### src/rtl/ers_pkg.sv
`default_nettype none
package ers_pkg;

    // Table geometry.
    localparam int MAX_EXTENTS  = 16;
    localparam int IDX_W        = (MAX_EXTENTS > 1) ? $clog2(MAX_EXTENTS) : 1;
    localparam int CNT_W        = $clog2(MAX_EXTENTS + 1);
    localparam int RESULT_LIMIT = 16;
    localparam int SEG_CNT_W    = $clog2(RESULT_LIMIT + 1);
    localparam int BYTE_W       = 31;

    // Command codes.
    localparam logic CMD_APPEND = 1'b0;
    localparam logic CMD_MAP    = 1'b1;

    // One input item.
    typedef struct packed {
        logic              command;
        logic [BYTE_W-1:0] extent_size;
        logic [BYTE_W-1:0] start_position;
        logic [BYTE_W-1:0] range_length;
    } t_item;

    // One result item.
    typedef struct packed {
        logic [3:0]        segment_extent;
        logic [BYTE_W-1:0] segment_offset;
        logic [BYTE_W-1:0] segment_length;
        logic              last;
        logic              out_of_range;
        logic              table_full;
        logic [4:0]        extent_count;
        logic [BYTE_W-1:0] total_bytes;
    } t_result;

    // Commands from the controller to the datapath.
    typedef struct packed {
        logic load_in;
        logic do_append;
        logic map_init;
        logic walk_step;
        logic finish;
    } t_dp_cmd;

    // Status from the datapath to the controller.
    typedef struct packed {
        logic is_map;
        logic len_zero;
        logic used_zero;
        logic hit;
        logic held_v;
        logic out_free;
        logic walk_end;
    } t_dp_status;

endpackage
`default_nettype wire

### src/rtl/ers_ram.sv
`default_nettype none
module ers_ram #(
    parameter int WIDTH = 8,
    parameter int DEPTH = 16
) (
    input  wire logic                                      i_clk,
    input  wire logic                                      i_we,
    input  wire logic [((DEPTH > 1) ? $clog2(DEPTH) : 1)-1:0] i_waddr,
    input  wire logic [WIDTH-1:0]                          i_wdata,
    input  wire logic [((DEPTH > 1) ? $clog2(DEPTH) : 1)-1:0] i_raddr,
    output logic      [WIDTH-1:0]                          o_rdata
);

    logic [WIDTH-1:0] r_mem [DEPTH];
    logic [WIDTH-1:0] r_rdata;

    // One write port and one registered read port.
    always_ff @(posedge i_clk) begin
        if (i_we) begin
            r_mem[i_waddr] <= i_wdata;
        end
        r_rdata <= r_mem[i_raddr];
    end

    assign o_rdata = r_rdata;

endmodule
`default_nettype wire

### src/rtl/ers_datapath.sv
`default_nettype none
module ers_datapath import ers_pkg::*; (
    input  wire logic       i_clk,
    input  wire logic       i_rst_n,
    input  wire t_item      i_in_data,
    input  wire t_dp_cmd    i_cmd,
    input  wire logic       i_out_ready,
    output t_dp_status      o_status,
    output logic            o_out_valid,
    output t_result         o_out_data
);

    t_item                r_item;
    logic [CNT_W-1:0]     r_used;
    logic [BYTE_W-1:0]    r_sum;
    logic [BYTE_W-1:0]    r_rel;
    logic [BYTE_W-1:0]    r_rem;
    logic [IDX_W-1:0]     r_idx;
    logic [SEG_CNT_W-1:0] r_cnt;
    t_result              r_held;
    logic                 r_held_v;
    t_result              r_out;
    logic                 r_out_v;

    logic [IDX_W-1:0]     ram_raddr;
    logic [BYTE_W-1:0]    ram_rdata;
    logic                 ram_we;

    logic [BYTE_W:0]      sum_ext;
    logic                 app_full;
    logic [32:0]          diff_a;
    logic [32:0]          diff_c;
    logic [BYTE_W-1:0]    diff_b;
    logic                 hit;
    logic [BYTE_W-1:0]    seg_len;
    logic [BYTE_W-1:0]    n_rem;
    logic                 idx_last;
    logic                 out_free;
    logic                 push;
    t_result              push_data;
    t_result              new_seg;

    // Extent size table.
    assign ram_we = i_cmd.do_append && !app_full;

    always_comb begin
        if (i_cmd.map_init) begin
            ram_raddr = '0;
        end else if (i_cmd.walk_step) begin
            ram_raddr = r_idx + IDX_W'(1);
        end else begin
            ram_raddr = r_idx;
        end
    end

    ers_ram #(
        .WIDTH(BYTE_W),
        .DEPTH(MAX_EXTENTS)
    ) u_ram (
        .i_clk   (i_clk),
        .i_we    (ram_we),
        .i_waddr (r_used[IDX_W-1:0]),
        .i_wdata (r_item.extent_size),
        .i_raddr (ram_raddr),
        .o_rdata (ram_rdata)
    );

    // Append checks: table capacity and 31-bit total.
    assign sum_ext  = {1'b0, r_sum} + {1'b0, r_item.extent_size};
    assign app_full = (r_used >= CNT_W'(MAX_EXTENTS)) || sum_ext[BYTE_W];

    // Walk arithmetic. The start offset relative to the current extent base
    // never goes negative, so a hit is simply offset below extent size.
    assign diff_a = {2'b00, ram_rdata} - {2'b00, r_rel};
    assign diff_b = r_rel - ram_rdata;
    assign diff_c = {2'b00, r_rem} + {2'b00, r_rel} - {2'b00, ram_rdata};
    assign hit    = !diff_a[32] && (diff_a[31:0] != '0);

    // Clip the segment at the extent end or at the end of the range.
    always_comb begin
        if (diff_c[32]) begin
            seg_len = r_rem;
            n_rem   = '0;
        end else begin
            seg_len = diff_a[BYTE_W-1:0];
            n_rem   = diff_c[BYTE_W-1:0];
        end
    end

    assign idx_last = ((CNT_W'(r_idx) + CNT_W'(1)) == r_used);

    always_comb begin
        new_seg                = '0;
        new_seg.segment_extent = 4'(r_idx);
        new_seg.segment_offset = r_rel;
        new_seg.segment_length = seg_len;
        new_seg.extent_count   = 5'(r_used);
        new_seg.total_bytes    = r_sum;
    end

    // Results pushed into the output register.
    always_comb begin
        push      = 1'b0;
        push_data = '0;
        if (i_cmd.do_append) begin
            push                   = 1'b1;
            push_data.last         = 1'b1;
            push_data.table_full   = app_full;
            push_data.extent_count = app_full ? 5'(r_used) : 5'(r_used + CNT_W'(1));
            push_data.total_bytes  = app_full ? r_sum : sum_ext[BYTE_W-1:0];
        end else if (i_cmd.walk_step) begin
            push      = hit && r_held_v;
            push_data = r_held;
        end else if (i_cmd.finish) begin
            push = 1'b1;
            if (r_held_v) begin
                push_data = r_held;
            end else begin
                push_data.extent_count = 5'(r_used);
                push_data.total_bytes  = r_sum;
            end
            push_data.last         = 1'b1;
            push_data.out_of_range = (r_rem != '0);
        end
    end

    assign out_free = !r_out_v || i_out_ready;

    // Payload registers.
    always_ff @(posedge i_clk) begin
        if (i_cmd.load_in) begin
            r_item <= i_in_data;
        end
        if (i_cmd.map_init) begin
            r_rel <= r_item.start_position;
            r_rem <= r_item.range_length;
            r_idx <= '0;
            r_cnt <= '0;
        end else if (i_cmd.walk_step) begin
            r_idx <= r_idx + IDX_W'(1);
            if (hit) begin
                r_held <= new_seg;
                r_cnt  <= r_cnt + SEG_CNT_W'(1);
                r_rel  <= '0;
                r_rem  <= n_rem;
            end else begin
                r_rel  <= diff_b;
            end
        end
        if (push) begin
            r_out <= push_data;
        end
    end

    // Control registers.
    always_ff @(posedge i_clk) begin
        if (!i_rst_n) begin
            r_used   <= '0;
            r_sum    <= '0;
            r_held_v <= 1'b0;
            r_out_v  <= 1'b0;
        end else begin
            if (ram_we) begin
                r_used <= r_used + CNT_W'(1);
                r_sum  <= sum_ext[BYTE_W-1:0];
            end
            if (i_cmd.map_init) begin
                r_held_v <= 1'b0;
            end else if (i_cmd.walk_step && hit) begin
                r_held_v <= 1'b1;
            end
            if (push) begin
                r_out_v <= 1'b1;
            end else if (i_out_ready) begin
                r_out_v <= 1'b0;
            end
        end
    end

    // Status toward the controller.
    always_comb begin
        o_status.is_map    = (r_item.command == CMD_MAP);
        o_status.len_zero  = (r_item.range_length == '0);
        o_status.used_zero = (r_used == '0);
        o_status.hit       = hit;
        o_status.held_v    = r_held_v;
        o_status.out_free  = out_free;
        o_status.walk_end  = idx_last ||
                             (hit && ((n_rem == '0) ||
                                      (r_cnt == SEG_CNT_W'(RESULT_LIMIT - 1))));
    end

    assign o_out_valid = r_out_v;
    assign o_out_data  = r_out;

endmodule
`default_nettype wire

### src/rtl/ers_ctrl.sv
`default_nettype none
module ers_ctrl import ers_pkg::*; (
    input  wire logic       i_clk,
    input  wire logic       i_rst_n,
    input  wire logic       i_in_valid,
    input  wire t_dp_status i_status,
    output logic            o_in_ready,
    output t_dp_cmd         o_cmd
);

    typedef enum logic [4:0] {
        S_IDLE      = 5'b00001,
        S_APPEND    = 5'b00010,
        S_MAP_START = 5'b00100,
        S_WALK      = 5'b01000,
        S_FINISH    = 5'b10000
    } t_state;

    t_state r_state;
    t_state n_state;
    logic   stall;

    // A new segment must wait when the held one cannot move to the output.
    assign stall = i_status.hit && i_status.held_v && !i_status.out_free;

    // Next state and commands.
    always_comb begin
        n_state    = r_state;
        o_cmd      = '0;
        o_in_ready = 1'b0;
        case (r_state)
            S_IDLE: begin
                o_in_ready    = 1'b1;
                o_cmd.load_in = i_in_valid;
                if (i_in_valid) begin
                    n_state = S_MAP_START;
                end
            end
            S_MAP_START: begin
                if (!i_status.is_map) begin
                    n_state = S_APPEND;
                end else begin
                    o_cmd.map_init = 1'b1;
                    if (i_status.len_zero || i_status.used_zero) begin
                        n_state = S_FINISH;
                    end else begin
                        n_state = S_WALK;
                    end
                end
            end
            S_APPEND: begin
                if (i_status.out_free) begin
                    o_cmd.do_append = 1'b1;
                    n_state         = S_IDLE;
                end
            end
            S_WALK: begin
                o_cmd.walk_step = !stall;
                if (!stall && i_status.walk_end) begin
                    n_state = S_FINISH;
                end
            end
            S_FINISH: begin
                if (i_status.out_free) begin
                    o_cmd.finish = 1'b1;
                    n_state      = S_IDLE;
                end
            end
            default: begin
                n_state = S_IDLE;
            end
        endcase
    end

    // State register.
    always_ff @(posedge i_clk) begin
        if (!i_rst_n) begin
            r_state <= S_IDLE;
        end else begin
            r_state <= n_state;
        end
    end

endmodule
`default_nettype wire

### src/rtl/extent_range_splitter_unit.sv
`default_nettype none
// Extent range splitter. Append commands add extent sizes to a table of up to
// MAX_EXTENTS entries laid end to end in one byte space; map commands split a
// byte range into per-extent segments. One item is handled at a time. The
// walk of a map reads one table entry per cycle, unless a stall holds it,
// from the single read port of the extent RAM. The walk stops early once the
// range is used up or RESULT_LIMIT segments are found, and an empty range or
// an empty table skips it. The next input transfer can happen in the same
// cycle that the final result is presented. A result that waits at the
// output holds a map walk only when a further segment is found, and holds an
// append or the final map result until the output register frees; the next
// item is taken while the last result still waits.
module extent_range_splitter_unit import ers_pkg::*; (
    input  wire logic    i_clk,
    input  wire logic    i_rst_n,
    input  wire logic    i_in_valid,
    output logic         o_in_ready,
    input  wire t_item   i_in_data,
    output logic         o_out_valid,
    input  wire logic    i_out_ready,
    output t_result      o_out_data
);

    t_dp_cmd    cmd;
    t_dp_status status;

    // Sequencer.
    ers_ctrl u_ctrl (
        .i_clk      (i_clk),
        .i_rst_n    (i_rst_n),
        .i_in_valid (i_in_valid),
        .i_status   (status),
        .o_in_ready (o_in_ready),
        .o_cmd      (cmd)
    );

    // Table, walk arithmetic and output register.
    ers_datapath u_dp (
        .i_clk       (i_clk),
        .i_rst_n     (i_rst_n),
        .i_in_data   (i_in_data),
        .i_cmd       (cmd),
        .i_out_ready (i_out_ready),
        .o_status    (status),
        .o_out_valid (o_out_valid),
        .o_out_data  (o_out_data)
    );

endmodule
`default_nettype wire

### config.mk
export PLATFORM = sky130hd
export DESIGN_NAME = extent_range_splitter_unit
export DESIGN_NICKNAME = d
export VERILOG_FILES = /design/src/rtl/ers_pkg.sv /design/src/rtl/ers_ram.sv /design/src/rtl/ers_datapath.sv /design/src/rtl/ers_ctrl.sv /design/src/rtl/extent_range_splitter_unit.sv
export SDC_FILE = /design/constraint.sdc
export NUM_CORES = 2
export LEC_CHECK = 0
export BUFFER_PORTS_ARGS = -buffer_cell sky130_fd_sc_hd__buf_4
export CORE_AREA = 3 3 274 276
export DETAILED_ROUTE_END_ITERATION = 10
export DIE_AREA = 0 0 277 279
export GPL_TIMING_DRIVEN = 0
export PLACE_DENSITY_LB_ADDON = 0.3
export SLEW_MARGIN = 20
export SYNTH_ARGS = -nofsm -noshare
export SYNTH_HDL_FRONTEND = slang
export SYNTH_SLANG_ARGS = --single-unit
### constraint.sdc
create_clock -name i_clk -period 25 [get_ports i_clk]
set_input_delay 1.25 -clock i_clk [delete_from_list [all_inputs] [get_ports i_clk]]
set_output_delay 1.25 -clock i_clk [all_outputs]
set_load 0.1 [all_outputs]
Yosys cells after proc, flatten, opt, wreduce, memory -nomap -nowiden --
Memory sizes are Yosys's and may differ from the RTL's. A register that Yosys moved wholly into a read port is not among the register bits. Cells that the tools add are included. Widths: inputs -> output; s select.
Storage, ports and cells: register bits 415, memory bits (writable) 496, input port bits 98, output and inout bits 107, word-level logic and storage cells 120, memories kept 1
Operators by class: $add $sub $neg 9, $lt $le $gt $ge 1, equal/unequal tests 10, muxes and demuxes 38, bitwise gates (word level) 3, reduce and logical (&&, ||, !) cells 32
Memory list:
- u_dp.u_ram.r_mem | depth 16, width 31, rd ports 1, clocked after Yosys merged registers in 1, write ports 1, RTL line ers_ram.sv:14 | logic [WIDTH-1:0] r_mem [DEPTH];
Operators by type and width (number):
- $mux 31 | 9
- $mux 105 | 2
- $mux 69 | 1
- $add 31x31->32 | 2
- $logic_not 31->1 | 2
- $mux 37 | 1
- $mux 36 | 1
- $sub 33x31->33 | 1
- $reduce_bool 32->1 | 1
- $sub 31x31->32 | 1
- $reduce_bool 31->1 | 1
- $sub 31x31->31 | 1
- $mux 5 | 6
- $pmux 5 s4 | 1
- $mux 1 | 15
- $add 5x1->5 const B | 2
- $eq 5x4->1 const B | 2
- $mux 4 | 2
- $logic_and 1x1->1 | 7
- $reduce_and 3->1 | 2
- $reduce_bool 2->1 | 3
- $add 4x1->5 const B | 1
- $eq 5x1->1 const B | 1
- $eq 5x2->1 const B | 1
- other kinds (14) | 27

Logic depth before layout (Yosys ltp) --
depth after elaboration 10, gate-level depth with buffers 28, depth with buffers taken out 28

Cells and area by module --
From an unflattened synthesis, not the netlist that was laid out.
Unflattened totals: cells, all modules 3104, area, all modules 43568.0 µm²
Modules (own cells, without submodules):
- ers_datapath | times used 1, cells each 2245, area each 23931.7 µm²
- ers_ram | times used 1, cells each 812, area each 19248.5 µm²
- ers_ctrl | times used 1, cells each 47, area each 387.9 µm²

Worst setup path before layout --
Ideal clock, no wire load.
path kind register -> register, start point register u_dp.r_rel[0], end point register u_dp.r_out (netlist bit u_dp.o_out_data[0]) (enable), data arrival time 10.499 ns, required time 24.537 ns, path slack 14.038 ns, stages on the path, launching flop included 16, buffers on the path 1, clock period less this slack 10.962 ns, cells stage by stage edfxtp_1 ha_1 fa_1 nand2b_1 a211oi_2 o211a_1 o21bai_4 o31ai_4 a21boi_4 xnor2_1 or4_4 nor4_4 o21ai_2 buf_6 nor2_1 a21o_1
On the way: cells in the longest elaborated chain, start to end 9, elaborated cells on any way between the ends 10, classes of those cells add/sub: 1; mux: 3; reduce/logical: 6
RTL lines:
- start: declaration | RTL line ers_datapath.sv:16 | logic [BYTE_W-1:0] r_rel;
- start signal: assignment | RTL line ers_datapath.sv:135 | r_rel <= r_item.start_position;
- start signal: assignment | RTL line ers_datapath.sv:147 | r_rel <= diff_b;
- $sub 31x31->32 * | RTL line ers_datapath.sv:74 | assign diff_a = {2'b00, ram_rdata} - {2'b00, r_rel};
- $reduce_bool 32->1 or $logic_not 1->1 (tied branches) | RTL line ers_datapath.sv:77 | assign hit = !diff_a[32] && (diff_a[31:0] != '0);
- $logic_and 1x1->1 * | RTL line ers_datapath.sv:77
- $logic_and 1x1->1 * | RTL line ers_datapath.sv:112, ers_ctrl.sv:24
- $logic_and 1x1->1 | RTL line ers_ctrl.sv:24 | assign stall = i_status.hit && i_status.held_v && !i_status.out_free;
- $logic_not 1->1 | RTL line ers_ctrl.sv:58 | o_cmd.walk_step = !stall;
- $mux 1 | RTL line ers_ctrl.sv:31 | case (r_state)
- $mux 1 * | RTL line ers_datapath.sv:111 | end else if (i_cmd.walk_step) begin
- $mux 1 * | RTL line ers_datapath.sv:105 | if (i_cmd.do_append) begin
- net u_dp.push | RTL line ers_datapath.sv:39 | logic push;
- end signal: assignment | RTL line ers_datapath.sv:151 | r_out <= push_data;
- end: declaration | RTL line ers_datapath.sv:22 | t_result r_out;
The timed path passes the listed nets; every way through them passes the cells marked *. A chain may end at the register's enable or synchronous reset.

Final worst setup path --
start point register u_dp.r_rel[0], end point register u_ctrl.r_state[3]
On the way: cells in the longest elaborated chain, start to end 10, elaborated cells on any way between the ends 17, classes of those cells add/sub: 3; eq/ne: 1; mux: 1; reduce/logical: 12
RTL lines:
- $add 31x31->32 | RTL line ers_datapath.sv:76 | assign diff_c = {2'b00, r_rem} + {2'b00, r_rel} - {2'b00, ram_rdata};
- $sub 33x31->33 | RTL line ers_datapath.sv:76
- $mux 31 | RTL line ers_datapath.sv:81 | if (diff_c[32]) begin
- $logic_not 31->1 | RTL line ers_datapath.sv:189 | (hit && ((n_rem == '0) ||
- $logic_or 1x1->1 | RTL line ers_datapath.sv:189
- $logic_and 1x1->1 | RTL line ers_datapath.sv:189
- $logic_or 1x1->1 | RTL line ers_datapath.sv:188 | o_status.walk_end = idx_last ||
- $logic_and 1x1->1 * | RTL line ers_ctrl.sv:59 | if (!stall && i_status.walk_end) begin
- $ne 2x1->1 (no line) *
- $reduce_and 3->1 (no line) *
- end signal: assignment | RTL line ers_ctrl.sv:80 | r_state <= n_state;
- end: declaration | RTL line ers_ctrl.sv:19 | t_state r_state;
Mark *: on every way between the ends. The rest lies on a longest branch, timed or not.

==> results by stage <==
Logic synthesis:
- Of the total synthesized cell area, the portion taken by XOR and XNOR cells is under 10%.
- The synthesized netlist devotes approximately 4.9% of its cell area to adder and majority cells.
- The fraction of the mapped netlist area in compound gates is 12.2%.
- The top cell type by total area after synthesis is edfxtp_1.
- Dividing the synthesized area by the synthesized cell count gives between 10 and 15 µm².
- The most used flip-flop cell after synthesis is edfxtp_1.
- The cell area after technology mapping is ~43,000 µm².
- Ranked by instance count, the synthesized netlist is headed by 859 x edfxtp_1, 481 x nand2_1, 175 x a21oi_1, 161 x ha_1, 141 x inv_1.
- The number of nets in the synthesized netlist is between 3,000 and 4,000.
- Synthesis produced a netlist whose cell count is 3,455.
- The synthesized netlist contains 93 unique library cells.
- The total of flip-flops plus latches after synthesis is about 940.
- The portion of synthesized area spent on multiplexers is 3.13%.
- The leading cell type by number of instances after synthesis is edfxtp_1.
- The share of synthesized registers carrying an async set or reset is 0%.
- After synthesis, the largest family of logic cells by area is compound AO/OA/AOI/OAI gates.
- The synthesized design contains 859 enable-type register cells.
- The simple logic cell fraction of the synthesized area is 11.2%.
- The top cell type by area accounts for 59.3% of the synthesized area.
- The total of warnings raised by yosys is 0.
- The share of the Yosys chip area taken by registers is between 60% and 70%.
- After synthesis, the cell types taking the most area are edfxtp_1 59%, ha_1 4.6%, nand2_1 4.2%.

Critical path:
- The slowest stage of the critical path is the or4b_2 cell.
- The required arrival time at the worst endpoint is around 26 ns.
- The critical path buffer and inverter count is 1.
- In this run the worst setup path begins at u_dp.r_rel[0].
- Among cell families on the critical path, the largest total delay comes from compound AO/OA/AOI/OAI gates.
- In this run the critical register-to-register path is launched from u_dp.r_rel[0].
- The library cell appearing most often on the critical path is a21oi_1.
- Of all nets on the critical path, the largest fanout is 5.
- The worst setup path is captured at a flip-flop.
- The worst path arrival time is approximately 8.5 ns.
- The startpoint class of the critical path is a flip-flop.
- The critical path in this run is classified as flip-flop to flip-flop.
- The delay of the slowest critical-path stage is around 0.63 ns.

Global routing:
- For this run, global-route usage on met3 was measured as roughly 5.7%.
- Global routing used a little under a third of the available tracks.
- The first global-routing pass estimated between 150 and 200 mm of wire.
- The via count of the first global-routing pass is roughly 29,000.
- The layer with the highest usage after global routing is met2.
- The met2 capacity usage during global routing is about half.
- After global routing the overflow that remains totals 0.
- The met1 track demand over resource is roughly two fifths.
- Entering global routing, the biggest net connects 63 pins.
- The initial antenna violation count came to 10.

Final layout:
- The final core area utilization is 68.9%.
- The number of fill cells is ~5,100.
- The number of antenna diodes in the final layout is 0.
- The fraction of final layout cells with drive strength greater than 1 is 13.2%.
- The area taken by flip-flops and latches is between 20,000 and 30,000 µm².
- The area growth from synthesis to final layout is 15.4%.
- The final net count is between 4,000 and 5,000.
- The multi-input logic area is 14,900 µm².

Timing:
- The number of endpoints with negative hold slack in the final report is 0.
- For this run, the top clock speed supported by timing is between 100 and 150 MHz.
- Setup repair after global routing left no endpoint under its margin.
- Setup violations remaining at the end of the flow were counted as 0.
- At the pin with the least slew margin, the transition time is 1.20 ns.
- The shortest clock period the worst path allows after layout is about 8 ns.
- Clock skew on the completed layout was measured at approximately 0.039 ns.
- The worst pin sits at a relative slew slack of approximately a fifth.
- The summed negative setup slack over all endpoints is 0 ns.
- The total count of max-transition violations in the final report is 0.
- The final critical-path share of the clock period is between 30% and 40%.

Clock network:
- Clock-pin slew was measured on the worst setup and hold paths at roughly 0.06 ns.
- The clock drives 942 sinks.
- The clock network latency to the later pin of the worst-skew pair is roughly 0.69 ns.
- The number of setup buffers added after CTS is 0.
- The count of hold buffers inserted by post-cts repair is 0.
- The clock tree root buffer cell is clkbuf_16.
- After clock tree synthesis, the repair step resized 0 gates.
- TritonCTS built the clock tree.
- The number of buffers created by CTS is between 90 and 100.
- The maximum clock path buffer count is 3.
- The clock tree synthesis step divided the H-tree into 3 levels.

Status:
- The run finished with clean final reports.

Route:
- For this block, the routed nets add up to ~120 mm of wire.
- The routed length per placed instance is about 25 µm.
- The per-cell via count in the routed design is between 6 and 7.
- Before antenna repair, the detailed router went through 8 iterations.
- For this block, the via count after detailed routing is between 30,000 and 40,000.
- After detailed routing, the number of remaining DRC violations is 0.
- The antenna violation net count after detailed routing is 0.
- The count of routing violations after the opening detailed-route iteration is 3,631.

Floorplan:
- The horizontal die dimension is about 280 µm.
- In this run the standard cell core region covers around 73,000 µm².
- The die covers slightly below 80,000 µm².
- The overall die height is roughly 280 µm.
- The floorplan has 99 rows.
- Pin placement for this block handled between 200 and 250 I/O pins.
- Once the floorplan was initialized, standard cells occupied between 50% and 60% of the core.

Place:
- The global placement routability congestion is between 0.9 and 1.
- The detailed-placement wirelength estimate is 87.2 mm.
- In this run the tool buffered the top-level ports with between 200 and 250 buffer cells.

Hold path:
- The startpoint of the most critical hold path is u_dp.r_cnt[4].
- The path class of the tightest hold or removal check is flip-flop to flip-flop.

Power and ir drop:
- VDD sags by at most roughly 0.000073 V.
- Power spread over the standard cell area amounts to just over 100 nW/µm².
- The leakage power figure is roughly 0.019 µW.

Job:
- The tool flagged a number of max-cap violations equal to 0.
logic make-up (layout without fill, tap and decap cells):
group,count (synthesis),in the layout
and+or+nand+nor,1028,1028
DFF,942,942
AOI/OAI and AO/OA,748,748
buffers and inverters,311,726
adders and majority gates,166,166
muxes,132,132
xor gates and xnor gates,128,128
cell usage in the layout, fill, tap and decap left out, types with 24 or more instances in the layout:
cell and count:
a32oi_1 31, a21oi_1 175, a21o_1 79, dfxtp_1 83, ha_1 161, a222oi_1 24
nand3b_1 26, xor2_1 42, xnor2_1 86, a21boi_0 34, a22o_1 45, nand4_1 52
edfxtp_1 859, inv_1 140, buf_2 49, nor2_1 99, nand2_1 480, clkbuf_1 121
o21ai_1 24, o21bai_1 30, clkbuf_16 96, o31ai_1 44, nor3_1 28, nand3_1 121
a221o_1 28, buf_4 223, mux2i_1 113, and2_1 84, o21ai_0 105
routing by layer:
| layer | up-vias | share of wire [%] |
|---|---|---|
| li1 | 13627 | - |
| met1 | 14737 | 38 |
| met2 | 1650 | 48 |
| met3 | 311 | 9.9 |
| met4 | 16 | 4.1 |
| met5 | - | 0.085 |
path summary, 6_finish.rpt:
path,to,slack (ns),cells after the start
worst min-delay path,u_dp.r_cnt[4],0.46,2
worst max register to register,u_ctrl.r_state[3],17.01,28
worst max-delay path,u_ctrl.r_state[3],17.01,28
worst min register to register,u_dp.r_cnt[4],0.46,2
metrics by stage:
stage | worst slack [ns] | hold slack (ns) | cells | instance area (µm²) | total power, µW
after floorplan | 14.04 | 0.435 | 3455 | 43500 | 3060
after global placement | 9.76 | 0.444 | 4618 | 46200 | 3560
after detailed placement | 17.32 | 0.454 | 4654 | 47000 | 3580
after CTS | 17.26 | 0.465 | 4829 | 50200 | 5030
after global routing | 16.72 | 0.498 | 4829 | 50200 | 5260
final | 17.01 | 0.465 | 4829 | 50200 | 5060
registers in the layout (all words and copies together) (netlist names), 5 cells and up:
| register | cells |
|---|---|
| u_dp.u_ram.r_mem | 496 |
| u_dp.o_out_data | 105 |
| u_dp.r_held | 102 |
| u_dp.r_item | 93 |
| u_dp.r_rel | 31 |
| u_dp.r_rem | 31 |
| u_dp.r_sum | 31 |
| u_dp.u_ram.o_rdata | 31 |
| u_ctrl.r_state | 5 |
| u_dp.r_cnt | 5 |
| u_dp.r_used | 5 |
cell type report:
| cell class | count | area share (%) |
|---|---|---|
| tap | 959 | 2.39 |
| clock inverter | 59 | 1.41 |
| multi-input combinational | 2202 | 29.7 |
| sequential | 942 | 54.7 |
| buffer | 167 | 1.44 |
| inverter | 144 | 1.08 |
| clock buffer | 116 | 4.96 |
| timing repair buffer | 240 | 4.29 |
worst min-delay path, stage by stage (launching register included):
cell,delay [ns]
dfxtp_1,0.31
nand2_1,0.06
mux2i_1,0.05
power by group:
group / internal, µW / total (µW) / leakage [µW] / switching, µW
logic: 599 / 1680 / 0.00867 / 1080
registers: 1840 / 1920 / 0.00838 / 85.6
clock network: 847 / 1460 / 0.00154 / 609
total: 3280 / 5060 / 0.0186 / 1780
Note: power is estimated with default switching activity, not from simulation.
